==> config.mk <==
export PLATFORM = sky130hd
export DESIGN_NAME = differential_drive_nonlinear_pid_flat
export DESIGN_NICKNAME = d
export VERILOG_FILES = /design/src/rtl/ddnp_pkg.sv /design/src/rtl/ddnp_if.sv /design/src/rtl/ddnp_serial_mul.sv /design/src/rtl/ddnp_serial_div.sv /design/src/rtl/differential_drive_nonlinear_pid.sv /design/src/flat_wrapper.sv
export SDC_FILE = /design/constraint.sdc
export NUM_CORES = 2
export LEC_CHECK = 0
export BUFFER_PORTS_ARGS = -buffer_cell sky130_fd_sc_hd__buf_2
export CAP_MARGIN = 5
export CORE_UTILIZATION = 65
export CTS_BUF_LIST = sky130_fd_sc_hd__clkbuf_4
export DETAILED_ROUTE_END_ITERATION = 16
export MAX_ROUTING_LAYER = met4
export PLACE_DENSITY = 0.89
export SLEW_MARGIN = 20
export SYNTH_ARGS = -nofsm -noshare
export SYNTH_HDL_FRONTEND = slang
export SYNTH_HIERARCHICAL = 1
export SYNTH_SLANG_ARGS = --single-unit
==> constraint.sdc <==
create_clock -name i_clk -period 16.43 [get_ports i_clk]
set_input_delay 0 -clock i_clk [delete_from_list [all_inputs] [get_ports i_clk]]
set_output_delay 0 -clock i_clk [all_outputs]
set_load 0.02 [all_outputs]
==> src/rtl/ddnp_pkg.sv <==
// Package for the differential drive nonlinear PID controller.
// Register indexes, widths, state machine type, divider request type and saturation constant.
`timescale 1ns / 1ps
`default_nettype none
package ddnp_pkg;
    localparam int unsigned REG_COUNT = 8;
    localparam int unsigned ADDR_W    = 5;
    localparam logic [2:0] REG_BASE = 3'd0;
    localparam logic [2:0] REG_MAXC = 3'd1;
    localparam logic [2:0] REG_PNUM = 3'd2;
    localparam logic [2:0] REG_PDEN = 3'd3;
    localparam logic [2:0] REG_INUM = 3'd4;
    localparam logic [2:0] REG_IDEN = 3'd5;
    localparam logic [2:0] REG_DNUM = 3'd6;
    localparam logic [2:0] REG_DDEN = 3'd7;

    localparam logic [60:0] WIDE_CAP = 61'h1000_0000_0000_0000;

    typedef enum logic [3:0] {
        S_IDLE, S_PMUL, S_PDIV, S_IMUL, S_IDIV, S_ROOT,
        S_DSQ, S_DCUBE, S_DMUL, S_DDIV, S_SUM, S_OUT
    } t_state;

    typedef struct packed {
        logic        start;
        logic [63:0] num;
        logic [9:0]  den;
    } t_div_req;
endpackage
`default_nettype wire

==> src/rtl/ddnp_if.sv <==
// Valid/ready channel interfaces for the controller.
// Depends on nothing.
`timescale 1ns / 1ps
`default_nettype none
interface ddnp_in_if;
    logic               valid;
    logic               ready;
    logic signed [31:0] left_position;
    logic signed [31:0] right_position;
    modport source (output valid, left_position, right_position, input ready);
    modport sink   (input valid, left_position, right_position, output ready);
endinterface

interface ddnp_out_if;
    logic              valid;
    logic              ready;
    logic signed [8:0] left_duty;
    logic signed [8:0] right_duty;
    logic signed [7:0] correction;
    modport source (output valid, left_duty, right_duty, correction, input ready);
    modport sink   (input valid, left_duty, right_duty, correction, output ready);
endinterface
`default_nettype wire

==> src/rtl/ddnp_serial_mul.sv <==
// Bit-serial unsigned multiplier, one multiplier bit per cycle, saturating at 2^60.
// Uses ddnp_pkg.
`timescale 1ns / 1ps
`default_nettype none
module ddnp_serial_mul
    import ddnp_pkg::*;
(
    input  wire logic        i_clk,
    input  wire logic        i_rst_n,
    input  wire logic        i_start,
    input  wire logic [60:0] i_a,
    input  wire logic [60:0] i_b,
    output logic             o_done,
    output logic [60:0]      o_p
);
    logic [60:0] r_a, n_a;
    logic [60:0] r_b, n_b;
    logic [60:0] r_p, n_p;
    logic        r_busy, n_busy;
    logic        r_done, n_done;
    logic [61:0] w_sum;
    logic [61:0] w_a2;

    always_comb begin
        w_sum = {1'b0, r_p} + {1'b0, r_a};
        w_a2  = {r_a, 1'b0};
        n_a = r_a; n_b = r_b; n_p = r_p; n_busy = r_busy; n_done = 1'b0;
        if (i_start) begin
            n_a = i_a; n_b = i_b; n_p = '0; n_busy = 1'b1;
        end else if (r_busy) begin
            if (r_b[0])
                n_p = (w_sum > {1'b0, WIDE_CAP}) ? WIDE_CAP : w_sum[60:0];
            n_b = r_b >> 1;
            if (r_b[60:1] != '0 && w_a2 > {1'b0, WIDE_CAP}) n_a = WIDE_CAP;
            else n_a = w_a2[60:0];
            if (r_b[60:1] == '0) begin
                n_busy = 1'b0; n_done = 1'b1;
            end
        end
    end

    always_ff @(posedge i_clk) begin
        if (!i_rst_n) begin
            r_busy <= 1'b0; r_done <= 1'b0;
        end else begin
            r_busy <= n_busy; r_done <= n_done;
        end
        r_a <= n_a; r_b <= n_b; r_p <= n_p;
    end

    assign o_done = r_done;
    assign o_p    = r_p;
endmodule
`default_nettype wire

==> src/rtl/ddnp_serial_div.sv <==
// Restoring divider, one quotient bit per cycle, 64-bit dividend by 10-bit divisor.
// Uses ddnp_pkg.
`timescale 1ns / 1ps
`default_nettype none
module ddnp_serial_div
    import ddnp_pkg::*;
(
    input  wire logic        i_clk,
    input  wire logic        i_rst_n,
    input  wire t_div_req    i_req,
    output logic             o_done,
    output logic [63:0]      o_q
);
    logic [63:0] r_q, n_q;
    logic [10:0] r_rem, n_rem;
    logic [9:0]  r_den, n_den;
    logic [6:0]  r_cnt, n_cnt;
    logic        r_busy, n_busy, r_done, n_done;
    logic [10:0] w_trial;

    always_comb begin
        w_trial = {r_rem[9:0], r_q[63]};
        n_q = r_q; n_rem = r_rem; n_den = r_den; n_cnt = r_cnt;
        n_busy = r_busy; n_done = 1'b0;
        if (i_req.start) begin
            n_q = i_req.num; n_rem = '0; n_cnt = '0; n_busy = 1'b1;
            n_den = (i_req.den == '0) ? 10'd1 : i_req.den;
        end else if (r_busy) begin
            if (w_trial >= {1'b0, r_den}) begin
                n_rem = w_trial - {1'b0, r_den};
                n_q = {r_q[62:0], 1'b1};
            end else begin
                n_rem = w_trial;
                n_q = {r_q[62:0], 1'b0};
            end
            n_cnt = r_cnt + 7'd1;
            if (r_cnt == 7'd63) begin
                n_busy = 1'b0; n_done = 1'b1;
            end
        end
    end

    always_ff @(posedge i_clk) begin
        if (!i_rst_n) begin
            r_busy <= 1'b0; r_done <= 1'b0;
        end else begin
            r_busy <= n_busy; r_done <= n_done;
        end
        r_q <= n_q; r_rem <= n_rem; r_den <= n_den; r_cnt <= n_cnt;
    end

    assign o_done = r_done;
    assign o_q    = r_q;
endmodule
`default_nettype wire

==> src/rtl/differential_drive_nonlinear_pid.sv <==
// Top level of the differential drive nonlinear PID controller.
// Uses ddnp_pkg, ddnp_if, ddnp_serial_mul and ddnp_serial_div.
`timescale 1ns / 1ps
`default_nettype none
// One sample transaction in, one duty transaction out. Work is serial: a
// shared bit-serial multiplier (one bit of the multiplier per cycle), a shared
// restoring divider and a bit-pair square root. The three gain products and
// the square and cube of the derivative all go through the one multiplier;
// the next sample is taken once the result has left the output register.
// Registers sit at byte addresses 4*i; reads return the value.
module differential_drive_nonlinear_pid
    import ddnp_pkg::*;
#(
    parameter int unsigned ROOT_BITS = 16
) (
    input  wire logic              i_clk,
    input  wire logic              i_rst_n,
    ddnp_in_if.sink                s_in,
    ddnp_out_if.source             m_out,
    input  wire logic              psel,
    input  wire logic              penable,
    input  wire logic              pwrite,
    input  wire logic [ADDR_W-1:0] paddr,
    input  wire logic [31:0]       pwdata,
    output logic [31:0]            prdata,
    output logic                   pready
);
    localparam int unsigned RW = 2 * ROOT_BITS;

    logic [6:0] r_base, r_maxc;
    logic [9:0] r_pnum, r_pden, r_inum, r_iden, r_dnum, r_dden;
    logic signed [32:0] r_prev;
    logic signed [39:0] r_integ;

    t_state r_state, n_state;
    logic signed [32:0] r_e;
    logic signed [33:0] r_d;
    logic signed [63:0] r_sum;
    logic [60:0] r_dmag;
    logic [RW-1:0]      r_rv;
    logic [ROOT_BITS-1:0] r_g;
    logic [5:0]  r_rcnt;
    logic        r_started;
    logic signed [8:0] r_ol, r_or;
    logic signed [7:0] r_oc;
    logic        r_ovalid;

    logic        w_wr;
    logic [2:0]  w_idx;
    logic        w_mstart, w_mdone;
    logic [60:0] w_ma, w_mb, w_mp;
    t_div_req    w_dreq;
    logic        w_ddone;
    logic [63:0] w_dq;

    assign pready = 1'b1;
    assign w_idx  = paddr[4:2];
    assign w_wr   = psel && penable && pwrite;

    always_comb begin
        prdata = '0;
        unique case (w_idx)
            REG_BASE: prdata = {25'd0, r_base};
            REG_MAXC: prdata = {25'd0, r_maxc};
            REG_PNUM: prdata = {22'd0, r_pnum};
            REG_PDEN: prdata = {22'd0, r_pden};
            REG_INUM: prdata = {22'd0, r_inum};
            REG_IDEN: prdata = {22'd0, r_iden};
            REG_DNUM: prdata = {22'd0, r_dnum};
            REG_DDEN: prdata = {22'd0, r_dden};
            default:  prdata = '0;
        endcase
    end

    always_ff @(posedge i_clk) begin
        if (!i_rst_n) begin
            r_base <= 7'd20; r_maxc <= 7'd4; r_pnum <= 10'd7; r_pden <= 10'd5;
            r_inum <= 10'd1; r_iden <= 10'd1; r_dnum <= 10'd1; r_dden <= 10'd4;
        end else if (w_wr) begin
            unique case (w_idx)
                REG_BASE: r_base <= pwdata[6:0];
                REG_MAXC: r_maxc <= pwdata[6:0];
                REG_PNUM: r_pnum <= pwdata[9:0];
                REG_PDEN: r_pden <= pwdata[9:0];
                REG_INUM: r_inum <= pwdata[9:0];
                REG_IDEN: r_iden <= pwdata[9:0];
                REG_DNUM: r_dnum <= pwdata[9:0];
                REG_DDEN: r_dden <= pwdata[9:0];
                default: ;
            endcase
        end
    end

    ddnp_serial_mul u_mul (
        .i_clk(i_clk), .i_rst_n(i_rst_n), .i_start(w_mstart),
        .i_a(w_ma), .i_b(w_mb), .o_done(w_mdone), .o_p(w_mp)
    );
    ddnp_serial_div u_div (
        .i_clk(i_clk), .i_rst_n(i_rst_n), .i_req(w_dreq),
        .o_done(w_ddone), .o_q(w_dq)
    );

    logic        w_accept;
    logic signed [32:0] w_e;
    logic signed [40:0] w_acc;
    logic [32:0] w_emag;
    logic [39:0] w_imag;
    logic [32:0] w_dm;
    logic [RW+1:0] w_x;
    logic [RW-1:0] w_top;
    logic signed [64:0] w_sumx;
    logic signed [8:0]  w_lim;
    logic signed [7:0]  w_corr;
    logic        w_busy;

    assign w_accept = s_in.valid && s_in.ready;
    assign w_busy   = r_started;
    assign s_in.ready = (r_state == S_IDLE) && !r_ovalid;
    assign w_e   = 33'(s_in.left_position) - 33'(s_in.right_position);
    assign w_acc = 41'(r_integ) + 41'(w_e);
    assign w_emag = r_e[32] ? 33'(-r_e) : 33'(r_e);
    assign w_imag = r_integ[39] ? 40'(-r_integ) : 40'(r_integ);
    assign w_dm   = r_d[33] ? 33'(-r_d) : 33'(r_d);

    always_comb begin
        n_state = r_state;
        unique case (r_state)
            S_IDLE:  if (w_accept) n_state = S_PMUL;
            S_PMUL:  if (w_mdone && r_started) n_state = S_PDIV;
            S_PDIV:  if (w_ddone && r_started) n_state = S_IMUL;
            S_IMUL:  if (w_mdone && r_started) n_state = S_IDIV;
            S_IDIV:  if (w_ddone && r_started) n_state = S_ROOT;
            S_ROOT:  if (r_rcnt == 6'(ROOT_BITS)) n_state = S_DSQ;
            S_DSQ:   if (w_mdone && r_started) n_state = S_DCUBE;
            S_DCUBE: if (w_mdone && r_started) n_state = S_DMUL;
            S_DMUL:  if (w_mdone && r_started) n_state = S_DDIV;
            S_DDIV:  if (w_ddone && r_started) n_state = S_SUM;
            S_SUM:   n_state = S_OUT;
            S_OUT:   n_state = S_IDLE;
            default: n_state = S_IDLE;
        endcase
    end

    always_comb begin
        w_mstart = 1'b0; w_ma = '0; w_mb = '0;
        w_dreq = '0;
        unique case (r_state)
            S_PMUL: begin
                w_mstart = !w_busy; w_ma = 61'(w_emag); w_mb = 61'(r_pnum);
            end
            S_IMUL: begin
                w_mstart = !w_busy; w_ma = 61'(w_imag); w_mb = 61'(r_inum);
            end
            S_DSQ: begin
                w_mstart = !w_busy; w_ma = 61'(w_dm); w_mb = 61'(w_dm);
            end
            S_DCUBE: begin
                w_mstart = !w_busy; w_ma = r_dmag; w_mb = 61'(w_dm);
            end
            S_DMUL: begin
                w_mstart = !w_busy; w_ma = r_dmag; w_mb = 61'(r_dnum);
            end
            S_PDIV: begin
                w_dreq.start = !w_busy; w_dreq.num = 64'(r_dmag); w_dreq.den = r_pden;
            end
            S_IDIV: begin
                w_dreq.start = !w_busy; w_dreq.num = 64'(r_dmag); w_dreq.den = r_iden;
            end
            S_DDIV: begin
                w_dreq.start = !w_busy; w_dreq.num = 64'(r_dmag); w_dreq.den = r_dden;
            end
            default: ;
        endcase
    end

    assign w_top = r_rv >> (2 * (ROOT_BITS - 1 - int'(r_rcnt[4:0])));
    assign w_x   = {RW'(r_g), 2'b01};
    assign w_sumx = 65'(r_sum);
    assign w_lim  = 9'(r_maxc);
    assign w_corr = (w_sumx > 65'(w_lim)) ? 8'(r_maxc)
                  : (w_sumx < -65'(w_lim)) ? 8'(-w_lim) : 8'(r_sum);

    logic [RW+1:0] w_rem_sh;
    logic [RW+1:0] w_cmp;
    always_comb begin
        w_cmp = (RW+2)'(w_top);
        w_rem_sh = (RW+2)'(w_x) << (2 * (ROOT_BITS - 1 - int'(r_rcnt[4:0])));
    end

    always_ff @(posedge i_clk) begin
        if (!i_rst_n) begin
            r_state <= S_IDLE; r_prev <= '0; r_integ <= '0;
            r_started <= 1'b0; r_ovalid <= 1'b0; r_rcnt <= '0;
        end else begin
            r_state <= n_state;
            if (n_state != r_state) r_started <= 1'b0;
            else if (w_mstart || w_dreq.start) r_started <= 1'b1;
            if (m_out.valid && m_out.ready) r_ovalid <= 1'b0;
            if (w_accept) begin
                r_prev  <= w_e;
                r_integ <= (w_acc > 41'sd549755813887) ? 40'sh7F_FFFF_FFFF
                         : (w_acc < -41'sd549755813888) ? 40'sh80_0000_0000
                         : 40'(w_acc);
            end
            if (r_state == S_IDIV && w_ddone && r_started) r_rcnt <= '0;
            else if (r_state == S_ROOT) r_rcnt <= r_rcnt + 6'd1;
            if (r_state == S_OUT) r_ovalid <= 1'b1;
        end
        if (w_accept) begin
            r_e <= w_e;
            r_d <= 34'(w_e) - 34'(r_prev);
        end
        if (w_mdone && r_started) r_dmag <= w_mp;
        case (r_state)
            S_PDIV: if (w_ddone && r_started)
                r_sum <= r_e[32] ? -64'(w_dq) : 64'(w_dq);
            S_IDIV: if (w_ddone && r_started) begin
                r_rv <= (w_dq > 64'hFFFF_FFFF) ? RW'(64'hFFFF_FFFF) : RW'(w_dq);
                r_g  <= '0;
            end
            S_ROOT: if (r_rcnt != 6'(ROOT_BITS)) begin
                if (w_cmp >= w_x) begin
                    r_g  <= {r_g[ROOT_BITS-2:0], 1'b1};
                    r_rv <= r_rv - RW'(w_rem_sh);
                end else begin
                    r_g <= {r_g[ROOT_BITS-2:0], 1'b0};
                end
            end else begin
                r_sum <= r_integ[39] ? r_sum - 64'(r_g) : r_sum + 64'(r_g);
            end
            S_DDIV: if (w_ddone && r_started)
                r_sum <= r_d[33] ? r_sum - 64'(w_dq) : r_sum + 64'(w_dq);
            S_SUM: begin
                r_oc <= w_corr;
                r_ol <= 9'(r_base) - 9'(w_corr);
                r_or <= 9'(r_base) + 9'(w_corr);
            end
            default: ;
        endcase
    end

    assign m_out.valid      = r_ovalid;
    assign m_out.left_duty  = r_ol;
    assign m_out.right_duty = r_or;
    assign m_out.correction = r_oc;

    a_out_idle: assert property (@(posedge i_clk) disable iff (!i_rst_n)
        r_ovalid |-> r_state == S_IDLE || r_state == S_PMUL)
        else $error("output pending while busy");
    a_no_accept: assert property (@(posedge i_clk) disable iff (!i_rst_n)
        r_state != S_IDLE |-> !s_in.ready)
        else $error("ready while working");
    a_hold: assert property (@(posedge i_clk) disable iff (!i_rst_n)
        m_out.valid && !m_out.ready |=> $stable(m_out.correction))
        else $error("result changed while stalled");
endmodule
`default_nettype wire
==> src/flat_wrapper.sv <==
// flat-port wrapper written by rule: the top's interface ports become plain ports
module differential_drive_nonlinear_pid_flat import ddnp_pkg::*;
#(
    parameter int unsigned ROOT_BITS = 16
)
  (i_clk, i_rst_n, psel, penable, pwrite, paddr, pwdata, prdata, pready, s_in_valid, s_in_left_position, s_in_right_position, s_in_ready, m_out_valid, m_out_left_duty, m_out_right_duty, m_out_correction, m_out_ready);
  ddnp_in_if s_in_i ();
  ddnp_out_if m_out_i ();
  input  wire logic i_clk;
  input  wire logic i_rst_n;
  input  wire logic psel;
  input  wire logic penable;
  input  wire logic pwrite;
  input  wire logic [ADDR_W-1:0] paddr;
  input  wire logic [31:0] pwdata;
  output logic [31:0] prdata;
  output logic pready;
  input wire logic [$bits(s_in_i.valid)-1:0] s_in_valid;
  input wire logic [$bits(s_in_i.left_position)-1:0] s_in_left_position;
  input wire logic [$bits(s_in_i.right_position)-1:0] s_in_right_position;
  output wire logic [$bits(s_in_i.ready)-1:0] s_in_ready;
  output wire logic [$bits(m_out_i.valid)-1:0] m_out_valid;
  output wire logic [$bits(m_out_i.left_duty)-1:0] m_out_left_duty;
  output wire logic [$bits(m_out_i.right_duty)-1:0] m_out_right_duty;
  output wire logic [$bits(m_out_i.correction)-1:0] m_out_correction;
  input wire logic [$bits(m_out_i.ready)-1:0] m_out_ready;
  assign s_in_i.valid = s_in_valid;
  assign s_in_i.left_position = s_in_left_position;
  assign s_in_i.right_position = s_in_right_position;
  assign s_in_ready = s_in_i.ready;
  assign m_out_valid = m_out_i.valid;
  assign m_out_left_duty = m_out_i.left_duty;
  assign m_out_right_duty = m_out_i.right_duty;
  assign m_out_correction = m_out_i.correction;
  assign m_out_i.ready = m_out_ready;
  differential_drive_nonlinear_pid #(.ROOT_BITS(ROOT_BITS)) u_core (.i_clk(i_clk), .i_rst_n(i_rst_n), .s_in(s_in_i), .m_out(m_out_i), .psel(psel), .penable(penable), .pwrite(pwrite), .paddr(paddr), .pwdata(pwdata), .prdata(prdata), .pready(pready));
endmodule
; Word level (Yosys, flattened, before mapping)
; Cells that the tools add are included.
[word_totals]
register_bits = 703
latchBits = 0
mem_bits_rw = 0
romBits = 0
input_bits = 108
output_inout_bits = 61
word_cells = 198
n_memories = 0
[op_classes]
addsub = 21
mul = 0
n_div = 0
n_lt_le_gt_ge = 9
n_eq_ne = 28
shift = 2
mux = 59
bitwise_logic = 3
reduce_logical = 42
[op_table]
columns = cell, count
row1 = $mux W64, 8
row2 = $mux W61, 6
row3 = $pmux W32 S8, 1
row4 = $pmux W61 S4, 1
row5 = $pmux W75 S3, 1
row6 = $pmux W64 S3, 1
row7 = $pmux W33 S4, 1
row8 = $mux W32, 4
row9 = $gt A62 B61 Y1 const B, 2
row10 = $mux W40, 3
row11 = $mux W33, 2
row12 = $neg A33 Y33, 2
row13 = $lt A64 B65 Y1, 1
row14 = $neg A7 Y65, 1
row15 = $add A64 B16 Y64, 1
row16 = $add A64 B64 Y64, 1
row17 = $gt A64 B32 Y1 const B, 1
row18 = $gt A64 B8 Y1, 1
row19 = $neg A64 Y64, 1
row20 = $pmux W32 S2, 1
row21 = $sub A64 B16 Y64, 1
row22 = $sub A64 B64 Y64, 1
row23 = $add A61 B61 Y62, 1
row24 = $logic_not A60 Y1, 1
row25 = 54 further kinds, 120

; Depth between registers and ports, before layout
[logic_depth]
word_depth = 7
ltp_mapped = 28
depth_no_buf = 27

; Hierarchy
; Netlist, hierarchy kept.
[modules_own_cells]
columns = module, instances, cells_per_inst, area_per_inst_um2
row1 = differential_drive_nonlinear_pid, 1, 4744, 38834.7
row2 = ddnp_serial_mul, 1, 1085, 11130.7
row3 = ddnp_serial_div, 1, 317, 4347.9

; Least setup slack after synthesis
; OpenSTA, ideal clock, no wires.
[synth_path]
path_type = flip-flop to flip-flop
startpoint = register u_core.r_state[0]
endpoint = register u_core.r_sum[0] (enable)
setup_time_ns = 0.574
arrival_ns = 6.037
setup_slack_ns = 9.818
path_stages_with_launch = 8
period_less_slack_ns = 6.612
path_cell_list = dfxtp_1 -> clkbuf_1 -> nand2b_1 -> or2_2 -> clkbuf_1 -> clkbuf_1 -> clkbuf_1 -> o21ai_0
[synth_via]
elab_chain_cells = 3
elab_cells_between_ends = 8
[synth_rtl]
columns = element, line
row1 = from (decl), differential_drive_nonlinear_pid.sv:35  ; t_state r_state, n_state;
row2 = from (signal assigned), differential_drive_nonlinear_pid.sv:195  ; r_state <= n_state;
row3 = $eq A4 B3 Y1 (tied with other cells), differential_drive_nonlinear_pid.sv:214  ; case (r_state)
row4 = $ne A2 B2 Y1 (no source line) (tied with other cells), --
row5 = $reduce_and A4 Y1 (no source line) (*), --
row6 = to (signal assigned), differential_drive_nonlinear_pid.sv:216  ; r_sum <= r_e[32] ? -64'(w_dq) : 64'(w_dq);
row7 = to (signal assigned), differential_drive_nonlinear_pid.sv:229  ; r_sum <= r_integ[39] ? r_sum - 64'(r_g) : r_sum + 64'(r_g);
row8 = to (signal assigned), differential_drive_nonlinear_pid.sv:232  ; r_sum <= r_d[33] ? r_sum - 64'(w_dq) : r_sum + 64'(w_dq);
row9 = to (decl), differential_drive_nonlinear_pid.sv:38  ; logic signed [63:0] r_sum;
; Mark *: on every way between the ends. The rest lies on a longest branch, timed or not.
; A chain may end at the register's enable or synchronous reset.

; Final worst setup path
[layout_path]
startpoint = input port s_in_right_position[0]
endpoint = register u_core.r_integ[24]
[layout_via]
elab_chain_cells = 5
elab_cells_between_ends = 6
[layout_rtl]
columns = element, line
row1 = from (decl), flat_wrapper.sv:20  ; input wire logic [$bits(s_in_i.right_position)-1:0] s_in_right_position;
row2 = $sub A32 B32 Y33 (*), differential_drive_nonlinear_pid.sv:119  ; assign w_e = 33'(s_in.left_position) - 33'(s_in.right_position);
row3 = via u_core.w_e[18], differential_drive_nonlinear_pid.sv:104  ; logic signed [32:0] w_e;
row4 = $add A40 B33 Y41 (*), differential_drive_nonlinear_pid.sv:120  ; assign w_acc = 41'(r_integ) + 41'(w_e);
row5 = $lt A41 B40 Y1, differential_drive_nonlinear_pid.sv:202  ; : (w_acc < -41'sd549755813888) ? 40'sh80_0000_0000
row6 = $mux W40, differential_drive_nonlinear_pid.sv:202
row7 = $mux W40 (*), differential_drive_nonlinear_pid.sv:201  ; r_integ <= (w_acc > 41'sd549755813887) ? 40'sh7F_FFFF_FFFF
row8 = to (signal assigned), differential_drive_nonlinear_pid.sv:201
row9 = to (decl), differential_drive_nonlinear_pid.sv:33  ; logic signed [39:0] r_integ;
; The timed path passes the listed nets; every way through them passes the cells marked *.

==> flow_summary.html <==
<table>
<tr><th>Metric</th><th>Value</th></tr>
<tr><th colspan="2">Floorplanning</th></tr>
<tr><td>Starting density of the core</td><td>65.9%</td></tr>
<tr><td>Horiz. Die Dim</td><td>291 um</td></tr>
<tr><td>Die span in y</td><td>291 um</td></tr>
<tr><td>Floorplan die area</td><td>0.0847 mm2</td></tr>
<tr><td>I/O pin count</td><td>169</td></tr>
<tr><td>Total core area</td><td>0.0824 mm2</td></tr>
<tr><td>Row count</td><td>105</td></tr>
<tr><th colspan="2">Yosys</th></tr>
<tr><td>Fraction of the mapped netlist area in simple logic gates</td><td>17.3%</td></tr>
<tr><td>Mux cell area share after synthesis</td><td>5.76%</td></tr>
<tr><td>Post-synthesis share of cell area spent on full adders, half adders and majority gates</td><td>9.23%</td></tr>
<tr><td>Number of instances in the synthesized netlist</td><td>6146</td></tr>
<tr><td>Dominant cell type by area after synthesis</td><td>sky130_fd_sc_hd__edfxtp_1</td></tr>
<tr><td>Flip-flop cell with the highest count after synthesis</td><td>sky130_fd_sc_hd__edfxtp_1</td></tr>
<tr><td>Per-instance average area after synthesis</td><td>8.84 um2</td></tr>
<tr><td>Count of flip-flops with a built-in enable after synthesis</td><td>461</td></tr>
<tr><td>Dominant combinational cell family by area after synthesis</td><td>compound AO/OA/AOI/OAI gates</td></tr>
<tr><td>Post-synthesis compound-gate area fraction</td><td>21.2%</td></tr>
<tr><td>Yosys warning count</td><td>6</td></tr>
<tr><td>Flop and latch count out of synthesis</td><td>702</td></tr>
<tr><td>Netlist Area Pre-Place</td><td>0.0543 mm2</td></tr>
<tr><td>Synth Area in XOR/XNOR</td><td>7.87%</td></tr>
<tr><td>Cell types with the largest area share after synthesis</td><td>sky130_fd_sc_hd__edfxtp_1 (25%), sky130_fd_sc_hd__ha_1 (8.9%), sky130_fd_sc_hd__dfxtp_1 (8.9%)</td></tr>
<tr><td>Sequential-to-total area share from yosys stat</td><td>34.4%</td></tr>
<tr><td>Post-synth ARST share</td><td>0%</td></tr>
<tr><td>Post-synth top area share</td><td>25.5%</td></tr>
<tr><td>Library cells used by synthesis</td><td>101</td></tr>
<tr><th colspan="2">Place</th></tr>
<tr><td>Detailed placement HPWL</td><td>121000 um</td></tr>
<tr><td>Number of buffers inserted by port buffering</td><td>121</td></tr>
<tr><td>GPL Wtd Cong</td><td>1.05</td></tr>
<tr><th colspan="2">Worst hold path</th></tr>
<tr><td>Worst hold path class</td><td>input pin to flop</td></tr>
<tr><th colspan="2">Power and ir drop</th></tr>
<tr><td>Reg power frac</td><td>39.2%</td></tr>
<tr><td>Worst-case vdd ir drop</td><td>0.0720 mV</td></tr>
<tr><td>Portion of total power attributed to combinational logic</td><td>30.4%</td></tr>
<tr><td>Switching Share</td><td>35.7%</td></tr>
<tr><td>Internal power</td><td>3.61 mW</td></tr>
<tr><td>Clock network fraction of design power</td><td>30.4%</td></tr>
<tr><td>Total power divided by cell area</td><td>93.3 mW/mm2</td></tr>
<tr><td>Leakage power</td><td>24.1 nW</td></tr>
<tr><td>Net Sw Power</td><td>2.00 mW</td></tr>
<tr><th colspan="2">CTS</th></tr>
<tr><td>Number of clock sinks seen by CTS</td><td>702</td></tr>
<tr><td>H-tree level count</td><td>4</td></tr>
<tr><td>TritonCTS clock tree</td><td>built</td></tr>
<tr><td>Total CTS buffers</td><td>187</td></tr>
<tr><td>Number of setup buffers added after CTS</td><td>0</td></tr>
<tr><td>Clock root buffer</td><td>sky130_fd_sc_hd__clkbuf_4</td></tr>
<tr><td>Number of buffers on the longest clock path</td><td>3</td></tr>
<tr><td>Clock slew seen by the registers of the worst setup and hold paths</td><td>0.07 ns</td></tr>
<tr><td>Clock latency at the later pin of the worst-skew pair</td><td>1.15 ns</td></tr>
<tr><th colspan="2">Critical path</th></tr>
<tr><td>Critical-path cell with the highest stage delay</td><td>sky130_fd_sc_hd__xnor2_1</td></tr>
<tr><td>Data arrival, critical path</td><td>8.90 ns</td></tr>
<tr><td>Critical path capture point type</td><td>flop</td></tr>
<tr><td>Startpoint type of the worst setup path</td><td>input pin</td></tr>
<tr><td>Crit-path leading delay family</td><td>compound AO/OA/AOI/OAI gates</td></tr>
<tr><td>Worst-path maximum fanout</td><td>39</td></tr>
<tr><td>Required time of the critical path</td><td>17.45 ns</td></tr>
<tr><td>Worst Path Class, Setup</td><td>input pin to flop</td></tr>
<tr><td>Delay of the slowest cell on the worst path</td><td>0.71 ns</td></tr>
<tr><td>Top cell by count, worst path</td><td>sky130_fd_sc_hd__dlygate4sd3_1</td></tr>
<tr><td>Buffers and inverters on the worst path</td><td>5</td></tr>
<tr><th colspan="2">Route</th></tr>
<tr><td>Per-cell via count in the routed design</td><td>6.86</td></tr>
<tr><td>Number of nets with antenna violations after routing</td><td>0</td></tr>
<tr><td>DR DRC count</td><td>0</td></tr>
<tr><td>Number of search-and-repair iterations in the first detailed-routing pass</td><td>16</td></tr>
<tr><td>Number of vias after detailed routing</td><td>52.4k</td></tr>
<tr><td>Total wirelength of the detailed-routed design</td><td>177000 um</td></tr>
<tr><td>Post-detailed-route wirelength per cell</td><td>23.2 um</td></tr>
<tr><td>Number of DRC markers after the initial detailed-route iteration</td><td>7608</td></tr>
<tr><th colspan="2">Timing</th></tr>
<tr><td>Achievable frequency</td><td>127 MHz</td></tr>
<tr><td>Share of the clock period used by the worst path</td><td>47.9%</td></tr>
<tr><td>Slew at the pin closest to its max-slew limit</td><td>1.32 ns</td></tr>
<tr><td>Setup TNS Final</td><td>0 ns</td></tr>
<tr><td>Final-report setup violation count</td><td>0</td></tr>
<tr><td>Hold slack</td><td>0.0469 ns</td></tr>
<tr><td>Clk_skew</td><td>0.121 ns</td></tr>
<tr><td>Final Max Tran Viols</td><td>0</td></tr>
<tr><td>Worst relative slew slack</td><td>12.1%</td></tr>
<tr><td>Final hold vios</td><td>0</td></tr>
<tr><td>Final critical delay including setup and external delays</td><td>7.88 ns</td></tr>
<tr><td>RSZ-0062 raised after global routing</td><td>no</td></tr>
<tr><th colspan="2">Final layout</th></tr>
<tr><td>Layout overhead on the synthesized area</td><td>10.8%</td></tr>
<tr><td>Final-stage net count</td><td>6903</td></tr>
<tr><td>Share of final-layout standard cells stronger than drive strength 1</td><td>12.5%</td></tr>
<tr><td>Filler instances</td><td>5745</td></tr>
<tr><th colspan="2">Flow run</th></tr>
<tr><td>Max-cap check violation count</td><td>0</td></tr>
<tr><th colspan="2">GRT</th></tr>
<tr><td>Largest net degree at the start of global routing</td><td>96</td></tr>
<tr><td>Total congestion overflow</td><td>0</td></tr>
<tr><td>Met3 track demand over resource</td><td>8.58%</td></tr>
<tr><td>Via count of the first global-routing pass</td><td>48.8k</td></tr>
<tr><td>Fraction of met2 tracks used by global routing</td><td>62.7%</td></tr>
<tr><td>Global Route met1 Usage</td><td>51.1%</td></tr>
<tr><td>GRT Resource Usage Total</td><td>41.4%</td></tr>
<tr><td>Busiest layer in global routing</td><td>met2</td></tr>
<tr><td>Initial antenna violation count</td><td>8</td></tr>
<tr><td>First-pass GRT wire length</td><td>270000 um</td></tr>
<tr><th colspan="2">Outcome</th></tr>
<tr><td>Outcome</td><td>finished clean</td></tr>
</table>
per-stage QoR:
step	instance area [um2]	worst slack, ns	cells	power (mW)	util, %
after floorplan	54500	9.82	6198	3.38	-
after global placement	55700	9.95	7092	3.72	67.6
after detailed placement	55700	9.81	7092	3.78	67.6
after CTS	60100	9.25	7628	5.51	73.0
after global routing	60200	8.36	7640	5.84	73.1
final	60200	8.55	7642	5.61	73.1
cells by family (layout without fill, tap and decap cells):
kind of cell | after synthesis | count (layout)
XOR/XNOR | 488 | 488
AO/OA/AOI/OAI | 1747 | 1747
flip-flops | 702 | 702
AND/OR/NAND/NOR | 1949 | 1949
adder cells (fa/ha/maj) | 396 | 396
multiplexers | 275 | 275
other | 2 | 65
buffers and inverters | 587 | 950
flip-flops by register name, indices dropped and copies added, names as in the netlist, 16 cells and up:
name and flops:
u_core/r_d 34, u_core/r_dmag 61, u_core/r_e 33, u_core/r_g 16, u_core/r_integ 40, u_core/r_prev 33
u_core/r_rv 32, u_core/r_sum 64, u_core/u_div/o_q 64, u_core/u_mul/o_p 61, u_core/u_mul/r_a 61, u_core/u_mul/r_b 61
final cells by class:
class | instances | area [um2] | share of cell area [%]
Antenna cell | 11 | 27.5 | 0.0457
Clock buffer | 294 | 2210 | 3.67
Clock inverter | 57 | 385 | 0.640
Inverter | 214 | 807 | 1.34
Multi-Input combinational cell | 4909 | 33700 | 56.0
Sequential cell | 702 | 18700 | 31.0
Tap cell | 1070 | 1340 | 2.22
Timing Repair Buffer | 385 | 3050 | 5.06
tightest hold or removal path: stages:
cell                      delay, ns
sky130_fd_sc_hd__buf_2         0.10
sky130_fd_sc_hd__inv_1         0.05
sky130_fd_sc_hd__ha_1          0.15
sky130_fd_sc_hd__a22oi_1       0.10
sky130_fd_sc_hd__nand2_1       0.47
placed cells by master, fill, tap and decap left out, types with 44 or more instances in the layout:
cell	netlist	layout
sky130_fd_sc_hd__buf_4	24	75
sky130_fd_sc_hd__nand2_1	538	538
sky130_fd_sc_hd__and2_1	44	44
sky130_fd_sc_hd__o31ai_1	54	54
sky130_fd_sc_hd__a22o_1	72	72
sky130_fd_sc_hd__dfxtp_1	241	237
sky130_fd_sc_hd__o21ai_0	409	406
sky130_fd_sc_hd__nor3_1	144	137
sky130_fd_sc_hd__buf_2	17	124
sky130_fd_sc_hd__xor2_1	238	238
sky130_fd_sc_hd__mux2i_1	110	109
sky130_fd_sc_hd__nor4_1	78	77
sky130_fd_sc_hd__a21o_1	130	130
sky130_fd_sc_hd__or3_1	48	48
sky130_fd_sc_hd__a31oi_1	60	60
sky130_fd_sc_hd__conb_1	2	54
sky130_fd_sc_hd__a21oi_1	490	489
sky130_fd_sc_hd__inv_1	209	207
sky130_fd_sc_hd__o21a_1	55	55
sky130_fd_sc_hd__ha_1	388	388
sky130_fd_sc_hd__dlygate4sd3_1	0	185
sky130_fd_sc_hd__edfxtp_1	461	461
sky130_fd_sc_hd__nor2_1	549	540
sky130_fd_sc_hd__mux2_2	150	150
sky130_fd_sc_hd__nor2b_1	124	124
sky130_fd_sc_hd__nand2b_1	75	75
sky130_fd_sc_hd__clkbuf_4	0	294
sky130_fd_sc_hd__xnor2_1	250	250
sky130_fd_sc_hd__o21bai_1	45	44
sky130_fd_sc_hd__nand4_1	92	92
sky130_fd_sc_hd__nand3_1	92	91
sky130_fd_sc_hd__a211oi_1	44	44
sky130_fd_sc_hd__a32o_1	44	44
worst paths after layout:
path / slack, ns / endpoint / depth (start not counted) / start
max: 8.55 / u_core/r_integ[24] / 26 / s_in_right_position[0]
min: 0.05 / u_core/r_e[32] / 5 / s_in_right_position[31]
max reg2reg: 9.58 / u_core/m_out.right_duty[8] / 23 / u_core/r_maxc[2]
min reg2reg: 0.46 / u_core/r_dmag[19] / 0 / u_core/u_mul/o_p[19]
Yosys cell counts (17+ instances only):
library cell and n:
sky130_fd_sc_hd__a32o_1 44, sky130_fd_sc_hd__buf_1 32, sky130_fd_sc_hd__inv_1 209, sky130_fd_sc_hd__nor2_1 549, sky130_fd_sc_hd__o31ai_1 54, sky130_fd_sc_hd__mux2_2 150, sky130_fd_sc_hd__xnor2_1 250, sky130_fd_sc_hd__a31oi_1 60
sky130_fd_sc_hd__mux2i_1 110, sky130_fd_sc_hd__a21oi_1 490, sky130_fd_sc_hd__dfxtp_1 241, sky130_fd_sc_hd__a222oi_1 30, sky130_fd_sc_hd__nand2_1 538, sky130_fd_sc_hd__and2_1 44, sky130_fd_sc_hd__o22ai_1 30, sky130_fd_sc_hd__buf_2 17
sky130_fd_sc_hd__o21bai_1 45, sky130_fd_sc_hd__xor2_1 238, sky130_fd_sc_hd__nand2b_1 75, sky130_fd_sc_hd__or3_1 48, sky130_fd_sc_hd__a22o_1 72, sky130_fd_sc_hd__and3_1 41, sky130_fd_sc_hd__a221oi_1 23, sky130_fd_sc_hd__nor4_1 78
sky130_fd_sc_hd__nor2b_1 124, sky130_fd_sc_hd__o221a_2 40, sky130_fd_sc_hd__a21o_1 130, sky130_fd_sc_hd__nand4_1 92, sky130_fd_sc_hd__nand3_1 92, sky130_fd_sc_hd__or4_1 29, sky130_fd_sc_hd__o21ai_0 409, sky130_fd_sc_hd__ha_1 388
sky130_fd_sc_hd__buf_4 24, sky130_fd_sc_hd__edfxtp_1 461, sky130_fd_sc_hd__o21a_1 55, sky130_fd_sc_hd__o211ai_1 21, sky130_fd_sc_hd__a22oi_1 28, sky130_fd_sc_hd__a211oi_1 44, sky130_fd_sc_hd__nor3_1 144, sky130_fd_sc_hd__clkbuf_1 300
sky130_fd_sc_hd__or2_2 26
power by group through the flow:
stage,Combinational (mW),Sequential [mW],Clock [mW]
4_1_cts,1.62,2.19,1.71
5_1_grt,1.83,2.21,1.80
3_3_place_gp,1.51,2.22,0
2_1_floorplan,1.21,2.17,0
6_report,1.71,2.20,1.70
3_5_place_dp,1.55,2.22,0
layer usage:
metal	routed length, um	share of wire, %	vias up
met5	0	0	-
met4	12100	6.9	0
met3	20600	12	899
met2	78900	45	3763
met1	65300	37	24414
li1	-	-	23356
what timing repair did:
item	in CTS	in global routing
gates resized for setup	0	0
hold buffers	185	0
endpoints found under the hold margin	255	0
endpoints found under the setup margin	0	0
(Power assumes the default switching activity.)
